`src/rtl/core/thm_pkg.sv`:
```
// shared types and constants of the task heartbeat monitor
`timescale 1ns / 1ps
package thm_pkg;

   localparam int DEF_NUM_TASKS = 8;
   localparam int MAX_TASKS     = 64;
   localparam int TASK_IDX_W    = 6;
   localparam int BEAT_W        = 32;
   localparam int MISS_W        = 8;
   localparam int TOTAL_W       = 32;
   localparam int QUEUE_DEPTH   = 2;

   localparam logic [MISS_W-1:0] MAX_MISSED_RST = 8'd3;
   localparam logic [MISS_W-1:0] MISS_SAT       = 8'hFF;

   // request codes on the input channel
   localparam logic [1:0] REQ_REGISTER = 2'd0;
   localparam logic [1:0] REQ_BEAT     = 2'd1;
   localparam logic [1:0] REQ_CHECK    = 2'd2;

   typedef enum logic [1:0] {
      OP_REGISTER,
      OP_BEAT,
      OP_CHECK,
      OP_NONE
   } op_type;

   typedef enum logic [1:0] {
      STAT_OK     = 2'd0,
      STAT_BAD_ID = 2'd1,
      STAT_HUNG   = 2'd2
   } status_type;

   typedef enum logic [2:0] {
      ST_IDLE,
      ST_BEAT,
      ST_WALK,
      ST_DECIDE,
      ST_RESP
   } state_type;

   typedef struct packed {
      op_type                op;
      logic                  id_ok;
      logic [TASK_IDX_W-1:0] idx;
   } cmd_type;

   typedef struct packed {
      logic [BEAT_W-1:0] beat;
      logic [BEAT_W-1:0] seen;
      logic [MISS_W-1:0] missed;
   } rec_type;

   typedef struct packed {
      status_type             status;
      logic                   feed;
      logic [TASK_IDX_W-1:0]  hung_slot;
      logic [BEAT_W-1:0]      hung_heartbeat;
      logic [TOTAL_W-1:0]     health_checks;
      logic [TOTAL_W-1:0]     feeds_total;
      logic [TOTAL_W-1:0]     faults_total;
   } rsp_type;

endpackage

```
`src/rtl/core/thm_req_if.sv`:
```
// request channel of the task heartbeat monitor
`timescale 1ns / 1ps
interface thm_req_if;
   logic       valid;
   logic       ready;
   logic [1:0] req_type;
   logic [7:0] task_id;

   modport source (output valid, req_type, task_id, input ready);
   modport sink   (input valid, req_type, task_id, output ready);
endinterface

```
`src/rtl/core/thm_rsp_if.sv`:
```
// response channel of the task heartbeat monitor
`timescale 1ns / 1ps
interface thm_rsp_if;
   logic        valid;
   logic        ready;
   logic [1:0]  status;
   logic        feed;
   logic [5:0]  hung_slot;
   logic [31:0] hung_heartbeat;
   logic [31:0] health_checks;
   logic [31:0] feeds_total;
   logic [31:0] faults_total;

   modport source (output valid, status, feed, hung_slot, hung_heartbeat, health_checks,
                   feeds_total, faults_total, input ready);
   modport sink   (input valid, status, feed, hung_slot, hung_heartbeat, health_checks,
                   feeds_total, faults_total, output ready);
endinterface

```
`src/rtl/core/thm_front.sv`:
```
// front end: accepts request items and decodes them into commands
`timescale 1ns / 1ps
module thm_front #(
   parameter int NUM_TASKS = thm_pkg::DEF_NUM_TASKS
) (
   thm_req_if.sink          req_chan,
   input  logic             q_full,
   output logic             q_push,
   output thm_pkg::cmd_type q_item
);

   assign req_chan.ready = !q_full;
   assign q_push         = req_chan.valid && !q_full;

   always_comb begin
      case (req_chan.req_type)
         thm_pkg::REQ_REGISTER: q_item.op = thm_pkg::OP_REGISTER;
         thm_pkg::REQ_BEAT:     q_item.op = thm_pkg::OP_BEAT;
         thm_pkg::REQ_CHECK:    q_item.op = thm_pkg::OP_CHECK;
         default:               q_item.op = thm_pkg::OP_NONE;
      endcase
      q_item.id_ok = req_chan.task_id < 8'(NUM_TASKS);
      q_item.idx   = req_chan.task_id[thm_pkg::TASK_IDX_W-1:0];
   end

endmodule

```
`src/rtl/core/thm_queue.sv`:
```
// short command queue between front end and sequencer
`timescale 1ns / 1ps
module thm_queue (
   input  logic             clock,
   input  logic             reset,
   input  logic             push,
   input  thm_pkg::cmd_type push_item,
   output logic             full,
   input  logic             pop,
   output logic             head_valid,
   output thm_pkg::cmd_type head_item
);

   localparam int PTR_W = (thm_pkg::QUEUE_DEPTH > 1) ? $clog2(thm_pkg::QUEUE_DEPTH) : 1;
   localparam int CNT_W = $clog2(thm_pkg::QUEUE_DEPTH + 1);

   thm_pkg::cmd_type slot_ff [thm_pkg::QUEUE_DEPTH];
   logic [PTR_W-1:0] wr_ptr_ff, wr_ptr_in;
   logic [PTR_W-1:0] rd_ptr_ff, rd_ptr_in;
   logic [CNT_W-1:0] count_ff, count_in;
   logic             do_push, do_pop;

   assign full       = count_ff == CNT_W'(thm_pkg::QUEUE_DEPTH);
   assign head_valid = count_ff != '0;
   assign head_item  = slot_ff[rd_ptr_ff];
   assign do_push    = push && !full;
   assign do_pop     = pop && head_valid;

   function automatic logic [PTR_W-1:0] ptr_next(input logic [PTR_W-1:0] p);
      if (p == PTR_W'(thm_pkg::QUEUE_DEPTH - 1)) return '0;
      return p + PTR_W'(1);
   endfunction

   always_comb begin
      wr_ptr_in = do_push ? ptr_next(wr_ptr_ff) : wr_ptr_ff;
      rd_ptr_in = do_pop ? ptr_next(rd_ptr_ff) : rd_ptr_ff;
      count_in  = count_ff;
      if (do_push && !do_pop) count_in = count_ff + CNT_W'(1);
      if (do_pop && !do_push) count_in = count_ff - CNT_W'(1);
   end

   always_ff @(posedge clock) begin
      if (reset) begin
         wr_ptr_ff <= '0;
         rd_ptr_ff <= '0;
         count_ff  <= '0;
      end else begin
         wr_ptr_ff <= wr_ptr_in;
         rd_ptr_ff <= rd_ptr_in;
         count_ff  <= count_in;
      end
   end

   always_ff @(posedge clock) begin
      if (do_push) slot_ff[wr_ptr_ff] <= push_item;
   end

endmodule

```
`src/rtl/core/thm_back.sv`:
```
// sequencer: executes commands against the per-task table and drives responses
`timescale 1ns / 1ps
module thm_back #(
   parameter int NUM_TASKS = thm_pkg::DEF_NUM_TASKS
) (
   input  logic                       clock,
   input  logic                       reset,
   input  logic [thm_pkg::MISS_W-1:0] max_missed,
   input  logic                       q_valid,
   input  thm_pkg::cmd_type           q_item,
   output logic                       q_pop,
   thm_rsp_if.source                  rsp_chan
);

   localparam int IDX_W = (NUM_TASKS > 1) ? $clog2(NUM_TASKS) : 1;

   thm_pkg::state_type state_ff, state_in;
   thm_pkg::cmd_type   cur_ff, cur_in;
   logic [IDX_W-1:0]   walk_ff, walk_in;
   logic               hung_found_ff, hung_found_in;
   logic [IDX_W-1:0]   hung_idx_ff, hung_idx_in;
   logic [thm_pkg::BEAT_W-1:0]  hung_beat_ff, hung_beat_in;
   thm_pkg::status_type         res_status_ff, res_status_in;
   logic [thm_pkg::TOTAL_W-1:0] check_total_ff, check_total_in;
   logic [thm_pkg::TOTAL_W-1:0] feed_total_ff, feed_total_in;
   logic [thm_pkg::TOTAL_W-1:0] fault_total_ff, fault_total_in;
   logic [NUM_TASKS-1:0] reg_ff, reg_in;
   logic [NUM_TASKS-1:0] live_ff, live_in;
   logic                 out_valid_ff, out_valid_in;
   thm_pkg::rsp_type     out_data_ff, out_data_in;

   // per-task table
   thm_pkg::rec_type mem [NUM_TASKS];
   thm_pkg::rec_type rd_data_ff;
   logic             rd_live_ff;
   logic             mem_we;
   logic [IDX_W-1:0] mem_waddr, mem_raddr;
   thm_pkg::rec_type mem_wdata;

   thm_pkg::rec_type           rec_cur;
   logic                       beat_same;
   logic [thm_pkg::MISS_W-1:0] miss_next;
   logic                       walk_last;
   logic                       out_free;
   logic [IDX_W-1:0]           cur_idx;

   // an entry never written since reset reads as zero
   assign rec_cur   = rd_live_ff ? rd_data_ff : '0;
   assign beat_same = rec_cur.beat == rec_cur.seen;
   assign miss_next = !beat_same ? '0 :
                      (rec_cur.missed == thm_pkg::MISS_SAT) ? rec_cur.missed :
                      rec_cur.missed + thm_pkg::MISS_W'(1);
   assign walk_last = walk_ff == IDX_W'(NUM_TASKS - 1);
   assign out_free  = !out_valid_ff || rsp_chan.ready;
   assign cur_idx   = cur_ff.idx[IDX_W-1:0];

   always_comb begin
      state_in       = state_ff;
      cur_in         = cur_ff;
      walk_in        = walk_ff;
      hung_found_in  = hung_found_ff;
      hung_idx_in    = hung_idx_ff;
      hung_beat_in   = hung_beat_ff;
      res_status_in  = res_status_ff;
      check_total_in = check_total_ff;
      feed_total_in  = feed_total_ff;
      fault_total_in = fault_total_ff;
      reg_in         = reg_ff;
      live_in        = live_ff;
      out_valid_in   = out_valid_ff && !rsp_chan.ready;
      out_data_in    = out_data_ff;
      q_pop          = 1'b0;
      mem_we         = 1'b0;
      mem_waddr      = cur_idx;
      mem_raddr      = cur_idx;
      mem_wdata      = '0;

      case (state_ff)
         thm_pkg::ST_IDLE: begin
            if (q_valid) begin
               q_pop         = 1'b1;
               cur_in        = q_item;
               res_status_in = thm_pkg::STAT_OK;
               hung_found_in = 1'b0;
               hung_idx_in   = '0;
               hung_beat_in  = '0;
               state_in      = thm_pkg::ST_RESP;
               case (q_item.op)
                  thm_pkg::OP_REGISTER: begin
                     if (q_item.id_ok) begin
                        mem_we    = 1'b1;
                        mem_waddr = q_item.idx[IDX_W-1:0];
                        reg_in[q_item.idx[IDX_W-1:0]] = 1'b1;
                     end else begin
                        res_status_in = thm_pkg::STAT_BAD_ID;
                     end
                  end
                  thm_pkg::OP_BEAT: begin
                     if (q_item.id_ok) begin
                        mem_raddr = q_item.idx[IDX_W-1:0];
                        state_in  = thm_pkg::ST_BEAT;
                     end
                  end
                  thm_pkg::OP_CHECK: begin
                     check_total_in = check_total_ff + thm_pkg::TOTAL_W'(1);
                     mem_raddr      = '0;
                     walk_in        = '0;
                     state_in       = thm_pkg::ST_WALK;
                  end
                  default: ;
               endcase
            end
         end
         thm_pkg::ST_BEAT: begin
            mem_we         = 1'b1;
            mem_wdata      = rec_cur;
            mem_wdata.beat = rec_cur.beat + thm_pkg::BEAT_W'(1);
            state_in       = thm_pkg::ST_RESP;
         end
         thm_pkg::ST_WALK: begin
            // read of the next slot overlaps the update of this one
            mem_raddr = walk_last ? '0 : walk_ff + IDX_W'(1);
            if (reg_ff[walk_ff]) begin
               mem_we           = 1'b1;
               mem_waddr        = walk_ff;
               mem_wdata.beat   = rec_cur.beat;
               mem_wdata.seen   = rec_cur.beat;
               mem_wdata.missed = miss_next;
               if (beat_same && miss_next >= max_missed) begin
                  hung_found_in = 1'b1;
                  hung_idx_in   = walk_ff;
                  hung_beat_in  = rec_cur.beat;
               end
            end
            if (walk_last) state_in = thm_pkg::ST_DECIDE;
            else walk_in = walk_ff + IDX_W'(1);
         end
         thm_pkg::ST_DECIDE: begin
            if (hung_found_ff) begin
               fault_total_in      = fault_total_ff + thm_pkg::TOTAL_W'(1);
               reg_in[hung_idx_ff] = 1'b0;
               res_status_in       = thm_pkg::STAT_HUNG;
            end else begin
               feed_total_in = feed_total_ff + thm_pkg::TOTAL_W'(1);
            end
            state_in = thm_pkg::ST_RESP;
         end
         thm_pkg::ST_RESP: begin
            if (out_free) begin
               out_valid_in               = 1'b1;
               out_data_in.status         = res_status_ff;
               out_data_in.feed           = (cur_ff.op == thm_pkg::OP_CHECK) && !hung_found_ff;
               out_data_in.hung_slot      = thm_pkg::TASK_IDX_W'(hung_idx_ff);
               out_data_in.hung_heartbeat = hung_beat_ff;
               out_data_in.health_checks  = check_total_ff;
               out_data_in.feeds_total    = feed_total_ff;
               out_data_in.faults_total   = fault_total_ff;
               state_in                   = thm_pkg::ST_IDLE;
            end
         end
         default: state_in = thm_pkg::ST_IDLE;
      endcase

      if (mem_we) live_in[mem_waddr] = 1'b1;
   end

   always_ff @(posedge clock) begin
      if (reset) begin
         state_ff       <= thm_pkg::ST_IDLE;
         hung_found_ff  <= 1'b0;
         check_total_ff <= '0;
         feed_total_ff  <= '0;
         fault_total_ff <= '0;
         reg_ff         <= '0;
         live_ff        <= '0;
         out_valid_ff   <= 1'b0;
      end else begin
         state_ff       <= state_in;
         hung_found_ff  <= hung_found_in;
         check_total_ff <= check_total_in;
         feed_total_ff  <= feed_total_in;
         fault_total_ff <= fault_total_in;
         reg_ff         <= reg_in;
         live_ff        <= live_in;
         out_valid_ff   <= out_valid_in;
      end
   end

   always_ff @(posedge clock) begin
      cur_ff        <= cur_in;
      walk_ff       <= walk_in;
      hung_idx_ff   <= hung_idx_in;
      hung_beat_ff  <= hung_beat_in;
      res_status_ff <= res_status_in;
      out_data_ff   <= out_data_in;
   end

   always_ff @(posedge clock) begin
      if (mem_we) mem[mem_waddr] <= mem_wdata;
      rd_data_ff <= mem[mem_raddr];
      rd_live_ff <= live_ff[mem_raddr];
   end

   assign rsp_chan.valid          = out_valid_ff;
   assign rsp_chan.status         = out_data_ff.status;
   assign rsp_chan.feed           = out_data_ff.feed;
   assign rsp_chan.hung_slot      = out_data_ff.hung_slot;
   assign rsp_chan.hung_heartbeat = out_data_ff.hung_heartbeat;
   assign rsp_chan.health_checks  = out_data_ff.health_checks;
   assign rsp_chan.feeds_total    = out_data_ff.feeds_total;
   assign rsp_chan.faults_total   = out_data_ff.faults_total;

   a_feed_counted: assert property (@(posedge clock) disable iff (reset)
      (state_ff == thm_pkg::ST_DECIDE && !hung_found_ff)
         |=> feed_total_ff == $past(feed_total_ff) + thm_pkg::TOTAL_W'(1))
      else $error("feed total not advanced after a clean check");

   a_hung_dropped: assert property (@(posedge clock) disable iff (reset)
      (state_ff == thm_pkg::ST_DECIDE && hung_found_ff) |=> !reg_ff[hung_idx_ff])
      else $error("hung task still registered");

   a_out_from_resp: assert property (@(posedge clock) disable iff (reset)
      $rose(out_valid_ff) |-> $past(state_ff) == thm_pkg::ST_RESP)
      else $error("response loaded outside the response step");

   a_hung_no_feed: assert property (@(posedge clock) disable iff (reset)
      (out_valid_ff && out_data_ff.status == thm_pkg::STAT_HUNG)
         |-> !out_data_ff.feed && out_data_ff.faults_total != '0)
      else $error("hung report carries a feed");

endmodule

```
`src/rtl/core/task_heartbeat_monitor.sv`:
```
// top level of the task heartbeat monitor
//
// req_chan carries one item per request: req_type selects register task,
// heartbeat or health check, task_id names the task slot. rsp_chan returns
// exactly one item per request, in order, with status, feed flag, hung task
// report and the wrapping check, feed and fault totals.
// csr_we/csr_wdata write max_missed, the number of missed checks in a row
// that declares a task hung; write it only while no request is in flight.
// Requests enter a two-deep command queue; a sequencer drains it one item at
// a time against a per-task table held in a single-port-write memory.
// Steps per item from queue head to response register: register and unused
// codes go straight to the response step, heartbeat reads then writes back,
// health check walks the task slots, one task slot per cycle, then decides.
// Reset clears the queue, task registrations and totals and sets the threshold to 3;
// the table needs no clearing pass. A stalled response holds in its output
// register while the sequencer finishes the next item, and the queue keeps
// accepting until full.
`timescale 1ns / 1ps
module task_heartbeat_monitor #(
   parameter int NUM_TASKS = thm_pkg::DEF_NUM_TASKS
) (
   input  logic       clock,
   input  logic       reset,
   input  logic       csr_we,
   input  logic [7:0] csr_wdata,
   thm_req_if.sink    req_chan,
   thm_rsp_if.source  rsp_chan
);

   logic [thm_pkg::MISS_W-1:0] max_missed_ff, max_missed_in;
   logic             q_push, q_full, q_pop, q_valid;
   thm_pkg::cmd_type push_item, head_item;

   assign max_missed_in = csr_we ? csr_wdata : max_missed_ff;

   always_ff @(posedge clock) begin
      if (reset) max_missed_ff <= thm_pkg::MAX_MISSED_RST;
      else max_missed_ff <= max_missed_in;
   end

   thm_front #(.NUM_TASKS(NUM_TASKS)) u_front (
      .req_chan (req_chan),
      .q_full   (q_full),
      .q_push   (q_push),
      .q_item   (push_item)
   );

   thm_queue u_queue (
      .clock      (clock),
      .reset      (reset),
      .push       (q_push),
      .push_item  (push_item),
      .full       (q_full),
      .pop        (q_pop),
      .head_valid (q_valid),
      .head_item  (head_item)
   );

   thm_back #(.NUM_TASKS(NUM_TASKS)) u_back (
      .clock      (clock),
      .reset      (reset),
      .max_missed (max_missed_ff),
      .q_valid    (q_valid),
      .q_item     (head_item),
      .q_pop      (q_pop),
      .rsp_chan   (rsp_chan)
   );

endmodule
```
`src/flat_wrapper.sv`:
```
// flat-port wrapper written by rule: the top's interface ports become plain ports
module task_heartbeat_monitor_flat 
#(
   parameter int NUM_TASKS = thm_pkg::DEF_NUM_TASKS
)
  (clock, reset, csr_we, csr_wdata, req_chan_valid, req_chan_req_type, req_chan_task_id, req_chan_ready, rsp_chan_valid, rsp_chan_status, rsp_chan_feed, rsp_chan_hung_slot, rsp_chan_hung_heartbeat, rsp_chan_health_checks, rsp_chan_feeds_total, rsp_chan_faults_total, rsp_chan_ready);
  thm_req_if req_chan_i ();
  thm_rsp_if rsp_chan_i ();
  input  logic clock;
  input  logic reset;
  input  logic csr_we;
  input  logic [7:0] csr_wdata;
  input wire logic [$bits(req_chan_i.valid)-1:0] req_chan_valid;
  input wire logic [$bits(req_chan_i.req_type)-1:0] req_chan_req_type;
  input wire logic [$bits(req_chan_i.task_id)-1:0] req_chan_task_id;
  output wire logic [$bits(req_chan_i.ready)-1:0] req_chan_ready;
  output wire logic [$bits(rsp_chan_i.valid)-1:0] rsp_chan_valid;
  output wire logic [$bits(rsp_chan_i.status)-1:0] rsp_chan_status;
  output wire logic [$bits(rsp_chan_i.feed)-1:0] rsp_chan_feed;
  output wire logic [$bits(rsp_chan_i.hung_slot)-1:0] rsp_chan_hung_slot;
  output wire logic [$bits(rsp_chan_i.hung_heartbeat)-1:0] rsp_chan_hung_heartbeat;
  output wire logic [$bits(rsp_chan_i.health_checks)-1:0] rsp_chan_health_checks;
  output wire logic [$bits(rsp_chan_i.feeds_total)-1:0] rsp_chan_feeds_total;
  output wire logic [$bits(rsp_chan_i.faults_total)-1:0] rsp_chan_faults_total;
  input wire logic [$bits(rsp_chan_i.ready)-1:0] rsp_chan_ready;
  assign req_chan_i.valid = req_chan_valid;
  assign req_chan_i.req_type = req_chan_req_type;
  assign req_chan_i.task_id = req_chan_task_id;
  assign req_chan_ready = req_chan_i.ready;
  assign rsp_chan_valid = rsp_chan_i.valid;
  assign rsp_chan_status = rsp_chan_i.status;
  assign rsp_chan_feed = rsp_chan_i.feed;
  assign rsp_chan_hung_slot = rsp_chan_i.hung_slot;
  assign rsp_chan_hung_heartbeat = rsp_chan_i.hung_heartbeat;
  assign rsp_chan_health_checks = rsp_chan_i.health_checks;
  assign rsp_chan_feeds_total = rsp_chan_i.feeds_total;
  assign rsp_chan_faults_total = rsp_chan_i.faults_total;
  assign rsp_chan_i.ready = rsp_chan_ready;
  task_heartbeat_monitor #(.NUM_TASKS(NUM_TASKS)) u_core (.clock(clock), .reset(reset), .csr_we(csr_we), .csr_wdata(csr_wdata), .req_chan(req_chan_i), .rsp_chan(rsp_chan_i));
endmodule
```
`config.mk`:
```
export PLATFORM = sky130hd
export DESIGN_NAME = task_heartbeat_monitor_flat
export DESIGN_NICKNAME = d
export VERILOG_FILES = /design/src/rtl/core/thm_pkg.sv /design/src/rtl/core/thm_req_if.sv /design/src/rtl/core/thm_rsp_if.sv /design/src/rtl/core/thm_front.sv /design/src/rtl/core/thm_queue.sv /design/src/rtl/core/thm_back.sv /design/src/rtl/core/task_heartbeat_monitor.sv /design/src/flat_wrapper.sv
export SDC_FILE = /design/constraint.sdc
export NUM_CORES = 1
export LEC_CHECK = 0
export ABC_AREA = 1
export BUFFER_PORTS_ARGS = -buffer_cell sky130_fd_sc_hd__buf_2
export CAP_MARGIN = 5
export CORE_ASPECT_RATIO = 2
export CORE_MARGIN = 2
export CORE_UTILIZATION = 53
export DETAILED_ROUTE_END_ITERATION = 7
export PLACE_DENSITY = 0.7
export RECOVER_POWER = 50
export SYNTH_ARGS = -nofsm -noshare
export SYNTH_HDL_FRONTEND = slang
export SYNTH_SLANG_ARGS = --single-unit
```
`constraint.sdc`:
```
create_clock -name clock -period 13.6 [get_ports clock]
set_input_delay 2.72 -clock clock [delete_from_list [all_inputs] [get_ports clock]]
set_output_delay 2.72 -clock clock [all_outputs]
set_load 0.02 [all_outputs]
```
==> results.json <==
{
  "status": "finished, violations left",
  "violations": "max-capacitance violations, max-slew violations",
  "drtAntennaViolNets": 0,
  "vias_per_cell": 5.584,
  "dp_cells": 5284,
  "drt-met1-wl_um": 37910,
  "nets": 4372,
  "drc": 0,
  "clk_path_buf_depth": 3,
  "design_area_mm2": 0.04618,
  "p_per_area_mw_per_mm2": 236.7,
  "final.setup.tns_ns": 0,
  "synth_cell_types": 53,
  "layout_setup_ws_ns": 5.177,
  "h-tree-depth": 3,
  "yosysTopAreaCell": "edfxtp_1",
  "ir_drop_mv": 0.3062,
  "fin_util": 0.5839,
  "routed_wl_um": 104600,
  "grt_max_degree": 202,
  "cts_hold_buf": 0,
  "regToRegSetupSlack_ns": 5.18,
  "drive_gt1_frac": 0.07824,
  "wire_per_inst_um": 19.24,
  "skew_ns": 0.01048,
  "die_h_um": 403.1,
  "antenna_found_initial": 0,
  "hold_ws_ns": 0.4219,
  "setup_violations": 0,
  "min_path_cells": 0,
  "post_cts_buffers": 0,
  "die_w_um": 203.5,
  "worst_pin_slew_ns": 3.606,
  "syn2layout_area_growth_pct": 9.440,
  "ys_async_sr_fraction": 0,
  "dr_wl_met2_um": 55400,
  "first_global_vias": 29110,
  "synth_cells": 4258,
  "largest_register_ffs": 576,
  "arrival_ns": 8.70,
  "hold_path_class": "register to register",
  "syn_area_per_cell_um2": 9.911,
  "cts_buffers": 80,
  "hold_end": "u_core.u_back.rsp_chan.hung_heartbeat[24]",
  "crit_path_end_kind": "register",
  "placed_cell_area_mm2": 0.04355,
  "grt_use_total": 0.2530,
  "critPathRequiredTime_ns": 13.88,
  "yosysWarningCount": 0,
  "drt_pre_antenna_iters": 6,
  "synth-edff-count": 767,
  "reg2reg_depth": 22,
  "syn_area_mm2": 0.04220,
  "start_kind": "register",
  "r2r-end": "u_core.u_back.hung_beat_ff[0]",
  "io_pins": 162,
  "seq_area_frac_synth": 0.6421,
  "hold_viol_final": 0,
  "reg_top3": "u_core.u_back.mem: 576 flops, u_core.u_back.rd_data_ff: 72 flops",
  "cts_tree": "built",
  "reg2reg_from": "u_core.u_back.rd_live_ff",
  "period_minus_slack_ns": 8.423,
  "place_ws_ns": 8.181,
  "p_leak_nw": 18.14,
  "maxSlewViolCount": 499,
  "largest-register": "u_core.u_back.mem",
  "synth_flop_cell": "edfxtp_1",
  "hold_path_startpoint": "u_core.u_back.hung_beat_ff[24]",
  "clk_pin_slew_worst_paths_ns": 0.07,
  "drtIter0Drc": 2511,
  "grt_overflow": 0,
  "grt_pass1_wl_um": 159700,
  "layoutNonFillerInstCount": 5433,
  "clk_latency_ns": 0.64,
  "start_util": 0.5335,
  "maxCapViolations": 13,
  "cts-root-buf": "clkbuf_16",
  "timing.final.crit_share": 0.6193,
  "synth_seq_cells": 970,
  "slew_headroom": -1.404,
  "cp_max_fo": 73,
  "total_power_mw": 10.93,
  "highest_layer": "met4",
  "synth_top_area_frac": 0.5458,
  "place_congestion": 0.9464,
  "core_area_mm2": 0.07910,
  "dr_total_vias": 30340,
  "rsz0062_at_grt": "no",
  "cts_resized": 0,
  "dieArea_mm2": 0.08203,
  "fmax_mhz": 118.7,
  "io_buffers": 158,
  "dp_hpwl_um": 63470,
  "crit_type": "register to register",
  "diodes": 0,
  "row_count": 146,
  "synth_area_leaders": "edfxtp_1 (55%), nand2_1 (12%), dfxtp_1 (9.6%)",
  "cts_num_sinks": 970,
  "route.met3.wl_um": 5885
}
==> worst max-delay path: stages, from the launching register on <==
cell and delay (ns):
dfxtp_1 1.76, clkbuf_1 2.24, nand2_1 0.71, nand3_1 0.25, nand2_1 0.08, nor2_1 0.23
nand2_1 0.08, nor2_1 0.10, nand2_1 0.06, nor2_1 0.65, inv_2 0.07, or2_1 0.25
inv_1 0.06, ha_1 0.11, inv_1 0.04, nor3_1 0.25, nand4_1 0.11, nand4_1 0.15
nand3_1 0.09, nand2_1 0.11, nand2_1 0.08, inv_1 0.06, buf_4 0.41
==> cells by family after synthesis <==
| group | count (synthesis) | share of synthesized area |
|---|---|---|
| flip-flops | 970 | 0.6421 |
| adder cells (fa/ha/maj) | 19 | 0.005634 |
| XOR/XNOR | 32 | 0.006642 |
| other | 1 | 0.00008886 |
| AO/OA/AOI/OAI | 294 | 0.03691 |
| AND/OR/NAND/NOR | 2330 | 0.2457 |
| buffers and inverters | 612 | 0.06295 |
==> how the worst max path moves through the flow <==
stage	slack, ns	cells after the start	from	to
final	5.18	22	u_core.u_back.rd_live_ff	u_core.u_back.hung_beat_ff[0]
after CTS	8.69	22	u_core.u_back.rd_live_ff	u_core.u_back.hung_beat_ff[29]
after global routing	4.58	22	u_core.u_back.rd_live_ff	u_core.u_back.hung_beat_ff[5]
after detailed placement	8.18	5	rsp_chan_ready	u_core.u_back.rsp_chan.hung_heartbeat[4]
after global placement	8.25	5	rsp_chan_ready	u_core.u_back.rsp_chan.hung_heartbeat[4]
after floorplan	3.69	2	rsp_chan_ready	u_core.u_back.rsp_chan.faults_total[0]
==> report_power, final <==
| group | switching, mW | internal, mW |
|---|---|---|
| Combinational | 3.24 | 1.23 |
| Clock | 1.05 | 1.38 |
| Sequential | 0.254 | 3.78 |
| Total | 4.55 | 6.38 |
==> final cells by class <==
type / count / area [µm²]
Clock buffer: 109 / 2276
Fill cell: 6568 / 32920
Multi-Input combinational cell: 2678 / 12470
Clock inverter: 40 / 494.2
Inverter: 411 / 1551
Timing Repair Buffer: 189 / 1001
Sequential cell: 970 / 27100
Tap cell: 1036 / 1296
==> cell usage in the layout (no fill, tap or decap), drive strengths merged, types with 7 or more instances in the layout <==
master | synthesis | final
nand3 | 444 | 444
ha | 19 | 19
nor4 | 15 | 15
bufinv | 0 | 10
o21ai | 127 | 127
o22ai | 19 | 19
clkinvlp | 0 | 11
dfxtp | 203 | 203
nand2 | 1353 | 1353
nor3 | 66 | 66
xnor2 | 13 | 13
o21a | 7 | 7
xor2 | 19 | 19
nand4 | 55 | 55
nor2 | 225 | 225
or2 | 8 | 8
clkinv | 2 | 23
clkbuf | 71 | 139
nand3b | 152 | 152
inv | 409 | 407
buf | 130 | 159
edfxtp | 767 | 767
nor3b | 8 | 8
a21oi | 122 | 122
==> synth_stat cells (2+ instances only) <==
cell,instances
nor3b_1,7
a31oi_1,6
nand4_1,54
clkbuf_1,71
buf_8,2
a21oi_1,122
o21ai_0,118
a211oi_1,3
o21bai_1,2
nand3_1,443
nor2_1,206
nand2_1,1337
o32ai_1,2
nand2_4,2
and2_1,2
clkinv_1,2
buf_1,11
dfxtp_1,203
o21ai_1,9
xnor2_1,13
edfxtp_1,767
nor3_2,5
nor3_1,61
nor2_4,5
buf_6,20
or2_2,5
nor2_2,13
buf_2,71
o21a_1,7
inv_2,10
nand2_2,14
xor2_1,19
or2_1,2
nand3b_1,152
nor4_1,15
ha_1,19
buf_4,26
o22ai_1,19
inv_1,399
==> per-layer routing <==
metal  up-vias  GRT usage
met5         -          0
met4         0     0.1346
met3       288    0.02709
met2      1161     0.4690
met1     14500     0.2824
li1      14390          -
(Power assumes the default switching activity.)
